$ cat src/rtl/core/wshe_pkg.sv
package wshe_pkg;

	// configuration modes
	localparam logic [1:0] MODE_SINE     = 2'd0;
	localparam logic [1:0] MODE_STEEP    = 2'd1;
	localparam logic [1:0] MODE_GERSTNER = 2'd2;
	localparam logic [1:0] MODE_PASS     = 2'd3;

	// request opcodes
	localparam logic OP_LOAD  = 1'b0;
	localparam logic OP_POINT = 1'b1;

	// sine polynomial coefficients, Q.14
	localparam logic [14:0] SIN_A = 15'd25736;
	localparam logic [13:0] SIN_B = 14'd10512;
	localparam logic [10:0] SIN_C = 11'd1160;

	// exp2 polynomial coefficients, Q.16
	localparam logic [15:0] EXP_A1 = 16'd45585;
	localparam logic [13:0] EXP_A2 = 14'd14822;
	localparam logic [12:0] EXP_A3 = 13'd5129;

	typedef struct packed {
		logic               op;
		logic [3:0]         wave_index;
		logic [15:0]        amplitude_in;
		logic [15:0]        frequency_in;
		logic [15:0]        phase_rate_in;
		logic [15:0]        steepness_in;
		logic signed [15:0] dir_x_in;
		logic signed [15:0] dir_z_in;
		logic signed [15:0] pos_x;
		logic signed [15:0] pos_z;
		logic [31:0]        sim_time;
	} item_t;

	typedef struct packed {
		logic signed [15:0] out_x;
		logic signed [15:0] out_height;
		logic signed [15:0] out_z;
		logic               is_load_ack;
	} result_t;

	typedef struct packed {
		logic [15:0]        amp;
		logic [15:0]        freq;
		logic [15:0]        rate;
		logic [15:0]        steep;
		logic signed [15:0] dir_x;
		logic signed [15:0] dir_z;
	} wave_entry_t;

endpackage

$ cat src/rtl/core/wshe_sine.sv
module wshe_sine
	import wshe_pkg::*;
(
	input  logic               clk,
	input  logic               arst_n,
	input  logic               start,
	input  logic [15:0]        angle,
	output logic               done,
	output logic signed [16:0] value
);

	logic [14:0] h;
	logic [15:0] hf;
	logic [14:0] z_fold;
	logic        neg_q;
	logic [14:0] z_q;
	logic [14:0] z2_q;
	logic [13:0] inner_q;
	logic [14:0] mid_q;
	logic [15:0] y_q;
	logic [2:0]  step_q;
	logic        done_q;
	logic [29:0] p_zz;
	logic [25:0] p_zc;
	logic [28:0] p_zi;
	logic [29:0] p_zm;

	// fold the angle into a quarter wave
	always_comb begin
		h = angle[14:0];
		hf = 16'h8000 - {1'b0, h};
		z_fold = (h > 15'h4000) ? hf[14:0] : h;
	end

	// polynomial products
	assign p_zz = z_q * z_q;
	assign p_zc = z2_q * SIN_C;
	assign p_zi = z2_q * inner_q;
	assign p_zm = z_q * mid_q;

	// control: one product per step
	always_ff @(posedge clk or negedge arst_n) begin
		if (!arst_n) begin
			step_q <= 3'd0;
			done_q <= 1'b0;
		end else begin
			done_q <= 1'b0;
			if (start) begin
				step_q <= 3'd1;
			end else if (step_q == 3'd4) begin
				step_q <= 3'd0;
				done_q <= 1'b1;
			end else if (step_q != 3'd0) begin
				step_q <= step_q + 3'd1;
			end
		end
	end

	// datapath
	always_ff @(posedge clk) begin
		if (start) begin
			z_q <= z_fold;
			neg_q <= angle[15];
		end
		case (step_q)
			3'd1: z2_q <= p_zz[28:14];
			3'd2: inner_q <= SIN_B - 14'(p_zc[25:14]);
			3'd3: mid_q <= SIN_A - p_zi[28:14];
			3'd4: y_q <= p_zm[29:14];
			default: ;
		endcase
	end

	assign done = done_q;
	assign value = neg_q ? -$signed({1'b0, y_q}) : $signed({1'b0, y_q});

endmodule

$ cat config.mk
export PLATFORM = sky130hd
export DESIGN_NAME = wshe_sine
export DESIGN_NICKNAME = d
export VERILOG_FILES = /design/src/rtl/core/wshe_pkg.sv /design/src/rtl/core/wshe_sine.sv
export SDC_FILE = /design/constraint.sdc
export NUM_CORES = 2
export LEC_CHECK = 0
export BUFFER_PORTS_ARGS = -buffer_cell sky130_fd_sc_hd__buf_2
export CAP_MARGIN = 20
export CORE_UTILIZATION = 50
export CTS_CLUSTER_SIZE = 24
export DETAILED_ROUTE_END_ITERATION = 6
export PLACE_DENSITY = 0.66
export SLEW_MARGIN = 20
export SYNTH_ARGS = -nofsm -noshare
export SYNTH_HDL_FRONTEND = slang
export SYNTH_SLANG_ARGS = --single-unit
$ cat constraint.sdc
create_clock -name clk -period 22 [get_ports clk]
set_input_delay 3.3 -clock clk [delete_from_list [all_inputs] [get_ports clk]]
set_output_delay 3.3 -clock clk [all_outputs]
set_load 0.1 [all_outputs]
==> summary.txt <==
Timing
  • Worst slew pin tran: around 0.83 ns
  • Final Hold Fails: 0
  • Unrepaired setup endpoints after global routing: false
  • Max Clock Skew: approximately 0.0080 ns
  • Relative slew slack: 0.446
  • F_max: between 100 and 150 MHz
  • Tmin final: a little under 8 ns
  • Final setup fails: 0
  • Setup TNS Final: 0 ns
  • Period Utilization, post-route: 0.358
  • Max Slew Vio Count: 0

Yosys
  • Synth cell count leaders: inv_1 (521), fa_1 (462), ha_1 (328)
  • Main synth FF type: edfxtp_1
  • EDFF count, synth: 76
  • Syn Nets: ~3300
  • Mapped Cells: ~2500
  • Seq/Total Area, Yosys: 0.0990
  • Synth Area in Compound Gates: 0.0572
  • Netlist cell types: 80
  • Synth area leaders: fa_1 (38%), ha_1 (17%), edfxtp_1 (9.5%), inv_1 (8.1%), and2_1 (6.3%)
  • Multiplexer share of the synthesized area: 0.00130
  • Top-count cell post-synth: inv_1
  • Flop and latch count out of synthesis: 80
  • Post-synthesis area per instance: approximately 9.6 um^2
  • YS warnings: 0
  • Main combinational cell family by area after synthesis: adder cells
  • Synth top area share: 0.384
  • Ys async rst share: 0.0500
  • Yosys top cell by area: fa_1
  • Cell Area, Synth: roughly 24000 um^2
  • Post-synthesis xor/xnor area fraction: 0.0381
  • Simple-Gate Fraction of Synth Area: 0.153
  • Adder-cell share of the synthesized area: 0.555

Worst setup path
  • Worst Setup Path Type: flop to flop
  • Data arrival, critical path: 8.00 ns
  • Crit. End Element: flop
  • Max incr delay on CP: just under 0.7 ns
  • Worst EP required: between 20 and 25 ns
  • Most common cell on crit path: inv_1
  • Crit path max fanout: 17
  • Crit path launch type: flop
  • Critical-path top delay cell: edfxtp_1

Die
  • I/O pin total: 37
  • Core ar.: 47600 um^2
  • Die extent in x: about 220 um
  • Starting density of the core: 0.505
  • Die Y: approximately 220 um
  • DIE AREA: roughly 49000 um^2
  • Num rows: 80

Placed design
  • Final RePlAce weighted congestion: between 0.8 and 0.9
  • Dpl hpwl: roughly 40000 um
  • PortBufs: 36
  • Placed inst area: about 25000 um^2

Routing
  • Antenna viol nets, final: 0
  • Avg Vias per Cell: ~5.3
  • DRC violations left: 0
  • Total Wirelength: 50000 um
  • Vias: between 15000 and 20000
  • Starting DRC count in detailed routing: 959
  • Pre-antenna DRT Iters: 6
  • WL/cell: about 16 um

Global route
  • Initial antenna violation count: 1
  • First-pass GRT wire length: just under 90000 um
  • Remaining Overflow, GRT: 0
  • Largest net degree at the start of global routing: 33
  • Vias in the first global route: ~18000
  • GRT Total Usage: 0.222

Hold path
  • Hold Crit Class: flop to flop

Run
  • Max-Cap Viols: 0

Finish
  • # diodes: 0
  • Design area: between 20000 and 30000 um^2
  • Final nets: 3303
  • Area delta synth->final: 4.59%
  • Layout cells sized above 1: 0.0456

Clocking
  • Clk root buf: clkbuf_16
  • Hold buffer count at cts: 0
  • CTS tree: built
  • Clock sinks: 80
  • Cts bufs inserted: 9
  • Clk buf depth: 2
  • Postcts setup bufs: 0
  • # resized after CTS: 0
  • # H-tree levels: 3
  • Clock-pin slew on the worst setup and hold paths: 0.07 ns
  • Clk_lat worst skew: 0.38 ns

Run status
  • Outcome: finished clean
## cell usage in the layout (no fill, tap or decap), types with 5 or more instances in the layout
master,n
inv_1,521
fa_1,462
ha_1,328
nand2_1,327
and2_1,242
xnor2_1,82
edfxtp_1,76
nor2_1,67
a21oi_1,36
buf_2,36
o21ai_0,25
nor3_1,25
buf_4,22
o21a_1,20
xor2_1,19
a21o_1,17
nand3_1,15
nor2b_1,11
o31ai_1,11
and3_1,10
or3_1,10
clkbuf_16,9
or2_2,8
nand2b_1,7
o211ai_1,6
o21ai_1,5
a31oi_1,5
## metal layers
| metal | GRT usage | wire length [um] |
|---|---|---|
| met2 | 0.387 | 25000 |
| met5 | 0 | 13 |
| met1 | 0.294 | 21900 |
| met3 | 0.0206 | 1940 |
| met4 | 0.0684 | 1230 |
## registers in the layout (all words and copies together), names as in the netlist
| register | count |
|---|---|
| y_q | 16 |
| mid_q | 15 |
| z2_q | 15 |
| z_q | 15 |
| inner_q | 14 |
| step_q | 3 |
| done | 1 |
| neg_q | 1 |
## stage by stage
step / utilization / worst slack (ns) / std cells / hold WS [ns]
3_5_place_dp: 0.521 / 14.19 / 3098 / 0.576
2_1_floorplan: - / 14.97 / 2520 / 0.537
4_1_cts: 0.528 / 14.17 / 3114 / 0.592
6_report: 0.528 / 14.13 / 3114 / 0.584
5_1_grt: 0.528 / 13.78 / 3114 / 0.628
3_3_place_gp: 0.521 / 14.43 / 3098 / 0.561
## worst paths after layout
| kind | start | end | cells after the start | slack (ns) |
|---|---|---|---|---|
| setup / recovery | z2_q[6] | mid_q[12] | 27 | 14.13 |
| max in group asynchronous | arst_n | step_q[0] | 1 | 19.17 |
| setup reg to reg | z2_q[6] | mid_q[12] | 27 | 14.13 |
| hold reg to reg | step_q[0] | step_q[0] | 1 | 0.58 |
| hold / removal | step_q[0] | step_q[0] | 1 | 0.58 |
| min in group asynchronous | arst_n | done | 1 | 2.71 |
## layout make-up
type	count	area, um^2
sequential	80	2380
inverter	521	1960
clock inverter	7	126
timing repair buffer	58	345
tap	615	769
fill	4340	22500
multi-input combinational	1824	19400
clock buffer	9	225
## critical path, delay by kind of cell (launching register included)
kind / cells / cell delay (ns)
AO/OA/AOI/OAI: 7 / 2.06
XOR/XNOR: 2 / 0.36
adder cells (fa/ha/maj): 8 / 3.49
buffers and inverters: 7 / 0.36
flip-flops: 1 / 0.68
AND/OR/NAND/NOR: 3 / 0.67
## cell families after synthesis
family / count (synthesis)
adders and majority gates: 790
and+or+nand+nor: 748
DFF: 80
xor gates and xnor gates: 103
buffers and inverters: 616
AOI/OAI and AO/OA: 180
muxes: 3
Power is left out: the tool's default activity adds up to more than one toggle a clock period on the data nets, which glitch-free logic cannot reach.
