File: src/rtl/core/wshe_pkg.sv
package wshe_pkg;

	// configuration modes
	localparam logic [1:0] MODE_SINE     = 2'd0;
	localparam logic [1:0] MODE_STEEP    = 2'd1;
	localparam logic [1:0] MODE_GERSTNER = 2'd2;
	localparam logic [1:0] MODE_PASS     = 2'd3;

	// request opcodes
	localparam logic OP_LOAD  = 1'b0;
	localparam logic OP_POINT = 1'b1;

	// sine polynomial coefficients, Q.14
	localparam logic [14:0] SIN_A = 15'd25736;
	localparam logic [13:0] SIN_B = 14'd10512;
	localparam logic [10:0] SIN_C = 11'd1160;

	// exp2 polynomial coefficients, Q.16
	localparam logic [15:0] EXP_A1 = 16'd45585;
	localparam logic [13:0] EXP_A2 = 14'd14822;
	localparam logic [12:0] EXP_A3 = 13'd5129;

	typedef struct packed {
		logic               op;
		logic [3:0]         wave_index;
		logic [15:0]        amplitude_in;
		logic [15:0]        frequency_in;
		logic [15:0]        phase_rate_in;
		logic [15:0]        steepness_in;
		logic signed [15:0] dir_x_in;
		logic signed [15:0] dir_z_in;
		logic signed [15:0] pos_x;
		logic signed [15:0] pos_z;
		logic [31:0]        sim_time;
	} item_t;

	typedef struct packed {
		logic signed [15:0] out_x;
		logic signed [15:0] out_height;
		logic signed [15:0] out_z;
		logic               is_load_ack;
	} result_t;

	typedef struct packed {
		logic [15:0]        amp;
		logic [15:0]        freq;
		logic [15:0]        rate;
		logic [15:0]        steep;
		logic signed [15:0] dir_x;
		logic signed [15:0] dir_z;
	} wave_entry_t;

endpackage

File: src/rtl/core/wshe_pow.sv
module wshe_pow
	import wshe_pkg::*;
(
	input  logic        clk,
	input  logic        arst_n,
	input  logic        start,
	input  logic [16:0] base,
	input  logic [15:0] expo,
	output logic        done,
	output logic [16:0] value
);

	typedef enum logic [6:0] {
		P_IDLE = 7'b0000001,
		P_SQ   = 7'b0000010,
		P_NK   = 7'b0000100,
		P_E1   = 7'b0001000,
		P_E2   = 7'b0010000,
		P_E3   = 7'b0100000,
		P_FIN  = 7'b1000000
	} pow_state_t;

	pow_state_t  state_q;
	logic        done_q;
	logic [3:0]  cnt_q;
	logic [3:0]  e_q;
	logic [15:0] frac_q;
	logic [31:0] m_q;
	logic [15:0] k_q;
	logic [23:0] p_q;
	logic [16:0] t_q;
	logic [16:0] val_q;
	logic [3:0]  e_msb;
	logic [63:0] p_sq;
	logic [31:0] sqs;
	logic [19:0] n_neg;
	logic [35:0] p_nk;
	logic [16:0] g;
	logic [29:0] p_e1;
	logic [31:0] p_e2;
	logic [33:0] p_e3;
	logic [17:0] r_sum;
	logic [7:0]  ip;

	// msb index of the base
	always_comb begin
		e_msb = 4'd0;
		for (int i = 1; i < 16; i++) begin
			if (base[i]) e_msb = 4'(i);
		end
	end

	// log2 by squaring, then exp2 polynomial
	always_comb begin
		p_sq = m_q * m_q;
		sqs = p_sq[61:30];
		n_neg = {4'd15, 16'd0} - {e_q, frac_q};
		p_nk = n_neg * k_q;
		g = 17'h10000 - {1'b0, p_q[15:0]};
		p_e1 = g * EXP_A3;
		p_e2 = g * (17'(EXP_A2) + t_q);
		p_e3 = g * (17'(EXP_A1) + t_q);
		r_sum = 18'h10000 + {1'b0, t_q};
		ip = p_q[23:16];
	end

	always_ff @(posedge clk or negedge arst_n) begin
		if (!arst_n) begin
			state_q <= P_IDLE;
			done_q <= 1'b0;
		end else begin
			done_q <= 1'b0;
			case (state_q)
				P_IDLE: begin
					if (start) begin
						if (expo == 16'd0 || base == 17'd0) begin
							done_q <= 1'b1;
						end else begin
							state_q <= P_SQ;
						end
					end
				end
				P_SQ: if (cnt_q == 4'd15) state_q <= P_NK;
				P_NK: state_q <= P_E1;
				P_E1: state_q <= P_E2;
				P_E2: state_q <= P_E3;
				P_E3: state_q <= P_FIN;
				P_FIN: begin
					state_q <= P_IDLE;
					done_q <= 1'b1;
				end
				default: state_q <= P_IDLE;
			endcase
		end
	end

	always_ff @(posedge clk) begin
		case (state_q)
			P_IDLE: begin
				k_q <= expo;
				e_q <= e_msb;
				m_q <= 32'(base[15:0]) << (5'd30 - {1'b0, e_msb});
				frac_q <= 16'd0;
				cnt_q <= 4'd0;
				val_q <= (expo == 16'd0) ? 17'h10000 : 17'd0;
			end
			P_SQ: begin
				cnt_q <= cnt_q + 4'd1;
				frac_q <= {frac_q[14:0], sqs[31]};
				m_q <= sqs[31] ? (sqs >> 1) : sqs;
			end
			P_NK: p_q <= p_nk[35:12];
			P_E1: t_q <= 17'(p_e1[29:16]);
			P_E2: t_q <= 17'(p_e2[31:16]);
			P_E3: t_q <= p_e3[32:16];
			P_FIN: val_q <= (ip >= 8'd32) ? 17'd0 : (r_sum[17:1] >> ip[4:0]);
			default: ;
		endcase
	end

	assign done = done_q;
	assign value = val_q;

endmodule

File: config.mk
export PLATFORM = sky130hd
export DESIGN_NAME = wshe_pow
export DESIGN_NICKNAME = d
export VERILOG_FILES = /design/src/rtl/core/wshe_pkg.sv /design/src/rtl/core/wshe_pow.sv
export SDC_FILE = /design/constraint.sdc
export NUM_CORES = 2
export LEC_CHECK = 0
export ABC_AREA = 0
export BUFFER_PORTS_ARGS = -buffer_cell sky130_fd_sc_hd__buf_4
export CORE_UTILIZATION = 50
export CTS_BUF_LIST = sky130_fd_sc_hd__clkbuf_8
export DETAILED_ROUTE_END_ITERATION = 10
export PLACE_DENSITY = 0.66
export SLEW_MARGIN = 20
export SYNTH_ARGS = -nofsm -noshare
export SYNTH_HDL_FRONTEND = slang
export SYNTH_SLANG_ARGS = --single-unit
File: constraint.sdc
create_clock -name clk -period 10.4 [get_ports clk]
set_clock_uncertainty 0.15 [all_clocks]
set_input_delay 2.08 -clock clk [delete_from_list [all_inputs] [get_ports clk]]
set_output_delay 2.08 -clock clk [all_outputs]
set_load 0.01 [all_outputs]
==> flow_summary.yaml <==
min_path:
  hp-class: "flop to flop"
route:
  vias_per_cell: 5.41
  drtIter0Drc: 3624
  wl_per_cell_um: 20.0
  dr.pass1.iters: 7
  ant_nets: 0
  drt-total-wl_um: 179000
  vias: 48600
  drc: 0
clocking:
  clk_pin_slew_worst_paths_ns: 0.10
  cts_buffers: 17
  htreeDepth: 4
  post_cts_buffers: 0
  clk_path_buf_depth: 2
  cts-root-buf: "clkbuf_8"
  cts.sinks: 138
  clock_latency_ns: 0.57
  cts_tree: "yes"
  cts_resized: 0
  hold_buffers: 0
logic_synthesis:
  synth_top_area_cell: "fa_1"
  yosysWarningCount: 0
  syn_avg_cell_area_um2: 9.16
  synth_top_area_share_pct: 45.9
  synth.most_common_cell: "inv_1"
  syn-num-nets: 9517
  synth_common_cells: "inv_1, fa_1, nand2_1"
  synth_cell_types: 88
  ys_seq_area_share_pct: 6.17
  netlist_top_cells_area: "fa_1, ha_1, inv_1, edfxtp_1, nand2_1"
  async_flop_share_pct: 5.80
  synth_cells: 7261
  synth-seq-cells: 138
  syn_area_um2: 66500
  ys.flop_type: "edfxtp_1"
  synth-edff-count: 130
sta:
  fin_crit_sh_pct: 96.0
  rsz0062_at_grt: "no"
  finalHoldViolations: 0
  tightest_slew_ns: 1.26
  hold_slack_ns: 0.461
  maxSlewViolCount: 0
  setup_tns_ns: 0
  slew_headroom_pct: 15.8
  fmax_ghz: 0.100
  finalCriticalPeriod_ns: 9.99
  setup_viol: 0
layout:
  layout.nets: 9453
  fin_cells: 8969
  fillers: 12200
  drive_gt1_share_pct: 4.20
  syn2layout_area_growth_pct: 4.70
placed_design:
  gp_congestion: 0.950
  dp_hpwl_um: 149000
  place_inst: 8933
  port_buffers: 53
global_route:
  antenna_found_initial: 4
  grt_max_degree: 53
  grt_pass1_vias: 52600
  overflow: 0
  grt_first_pass_wirelength_um: 289000
  grt_use_total_pct: 27.7
die:
  die_area_um2: 135000
  initial_core_util_pct: 50.5
  dieWidth_um: 367
  core-area_um2: 132000
  num_rows: 133
  pin_count: 54
  fp.dieH_um: 367
worst_setup_path:
  path_class: "flop to flop"
  max_stage_delay_ns: 1.02
  startpoint_type: "flop"
  worstPathRequired_ns: 10.54
  arrival_ns: 10.13
  cp_slowest_cell: "edfxtp_1"
  end_kind: "flop"
  cp_max_fo: 20
  cpMostUsedCell: "fa_1"
status:
  outcome: "finished clean"
flow_run:
  cap_viol_max_count: 0
==> cell families after synthesis <==
family / share of synthesized area [%]
AO/OA/AOI/OAI: 5.05
XOR/XNOR: 3.05
adder cells (fa/ha/maj): 59.0
buffers and inverters: 12.3
flip-flops: 6.17
multiplexers: 1.13
AND/OR/NAND/NOR: 13.3
==> critical path: cells and delay by family, from the launching register on <==
family / cells / cell delay (ns)
AND/OR/NAND/NOR: 6 / 1.12
AO/OA/AOI/OAI: 6 / 2.03
adder cells (fa/ha/maj): 9 / 4.18
buffers and inverters: 7 / 1.17
flip-flops: 1 / 1.02
==> metal layers <==
metal | part of all wire, % | routed length [um] | vias to the layer above | global-route usage [%]
met1 | 42 | 75900 | 24800 | 38.6
met2 | 47 | 84100 | 1919 | 45.1
met3 | 8.2 | 14700 | 272 | 4.48
met5 | 0.0073 | 13 | - | 0
met4 | 2.4 | 4380 | 2 | 6.66
li1 | - | - | 21500 | -
==> state kept, by name, summed over array words and instances, names as in the netlist <==
register / flops
value: 17
e_q: 4
t_q: 17
frac_q: 16
state_q: 7
p_q: 24
m_q: 32
done: 1
cnt_q: 4
k_q: 16
==> area by class of cell <==
class	count	area, um2	share of cell area [%]
inverters	1890	7090	10.2
clock buffers	17	234	0.336
multi-input cells	4947	54400	78.1
clock inverters	15	126	0.181
flip-flops and latches	138	4110	5.89
repair buffers	203	1520	2.19
well taps	1755	2200	3.15
diodes	4	10.0	0.0144
==> metrics by stage <==
step	utilization (%)	instance area, um2	setup slack (ns)
CTS	52.8	69600	0.644
detailed placement	52.6	69300	0.738
global route	52.9	69700	0.133
floorplan	-	66500	1.59
finish	52.9	69700	0.411
global placement	52.6	69300	0.768
==> path summary, 6_finish.rpt <==
kind | start | end | slack (ns) | cells after the start
setup / recovery | m_q[7]$_DFFE_PN_ | m_q[19]$_DFFE_PN_ | 0.41 | 28
hold / removal | frac_q[0]$_SDFFCE_PN0N_ | frac_q[1]$_SDFFCE_PN0N_ | 0.46 | 2
setup reg to reg | m_q[7]$_DFFE_PN_ | m_q[19]$_DFFE_PN_ | 0.41 | 28
hold reg to reg | frac_q[0]$_SDFFCE_PN0N_ | frac_q[1]$_SDFFCE_PN0N_ | 0.46 | 2
max in group asynchronous | arst_n | state_q[0]$_DFFE_PN1P_ | 8.72 | 1
min in group asynchronous | arst_n | state_q[6]$_DFFE_PN0P_ | 1.17 | 1
==> cell usage in the layout (no fill, tap or decap), types with 11 or more instances in the layout <==
cell type	Yosys	final
inv_1	1878	1880
fa_1	1527	1527
nand2_1	928	928
ha_1	693	693
and2_1	378	378
nor2_1	373	373
buf_4	2	203
xnor2_1	143	136
edfxtp_1	130	130
a21oi_1	125	125
xor2_1	87	84
o21ai_0	71	71
a21o_1	65	65
nor3_1	50	50
mux2i_1	48	48
nand3_1	32	32
nand2b_1	30	30
a31oi_1	28	28
and3_1	25	25
nor2b_1	25	25
a211oi_1	20	20
nand4_1	18	18
or3_1	18	18
o21a_1	17	17
o21bai_1	17	17
clkbuf_8	0	17
o22ai_1	16	16
or2_2	14	14
o31ai_1	14	14
nor4_1	13	13
a31o_2	13	13
clkinv_1	10	11
Power is not shown: default switching activity piles up to over one toggle a cycle in this logic, so the estimate is an artifact.
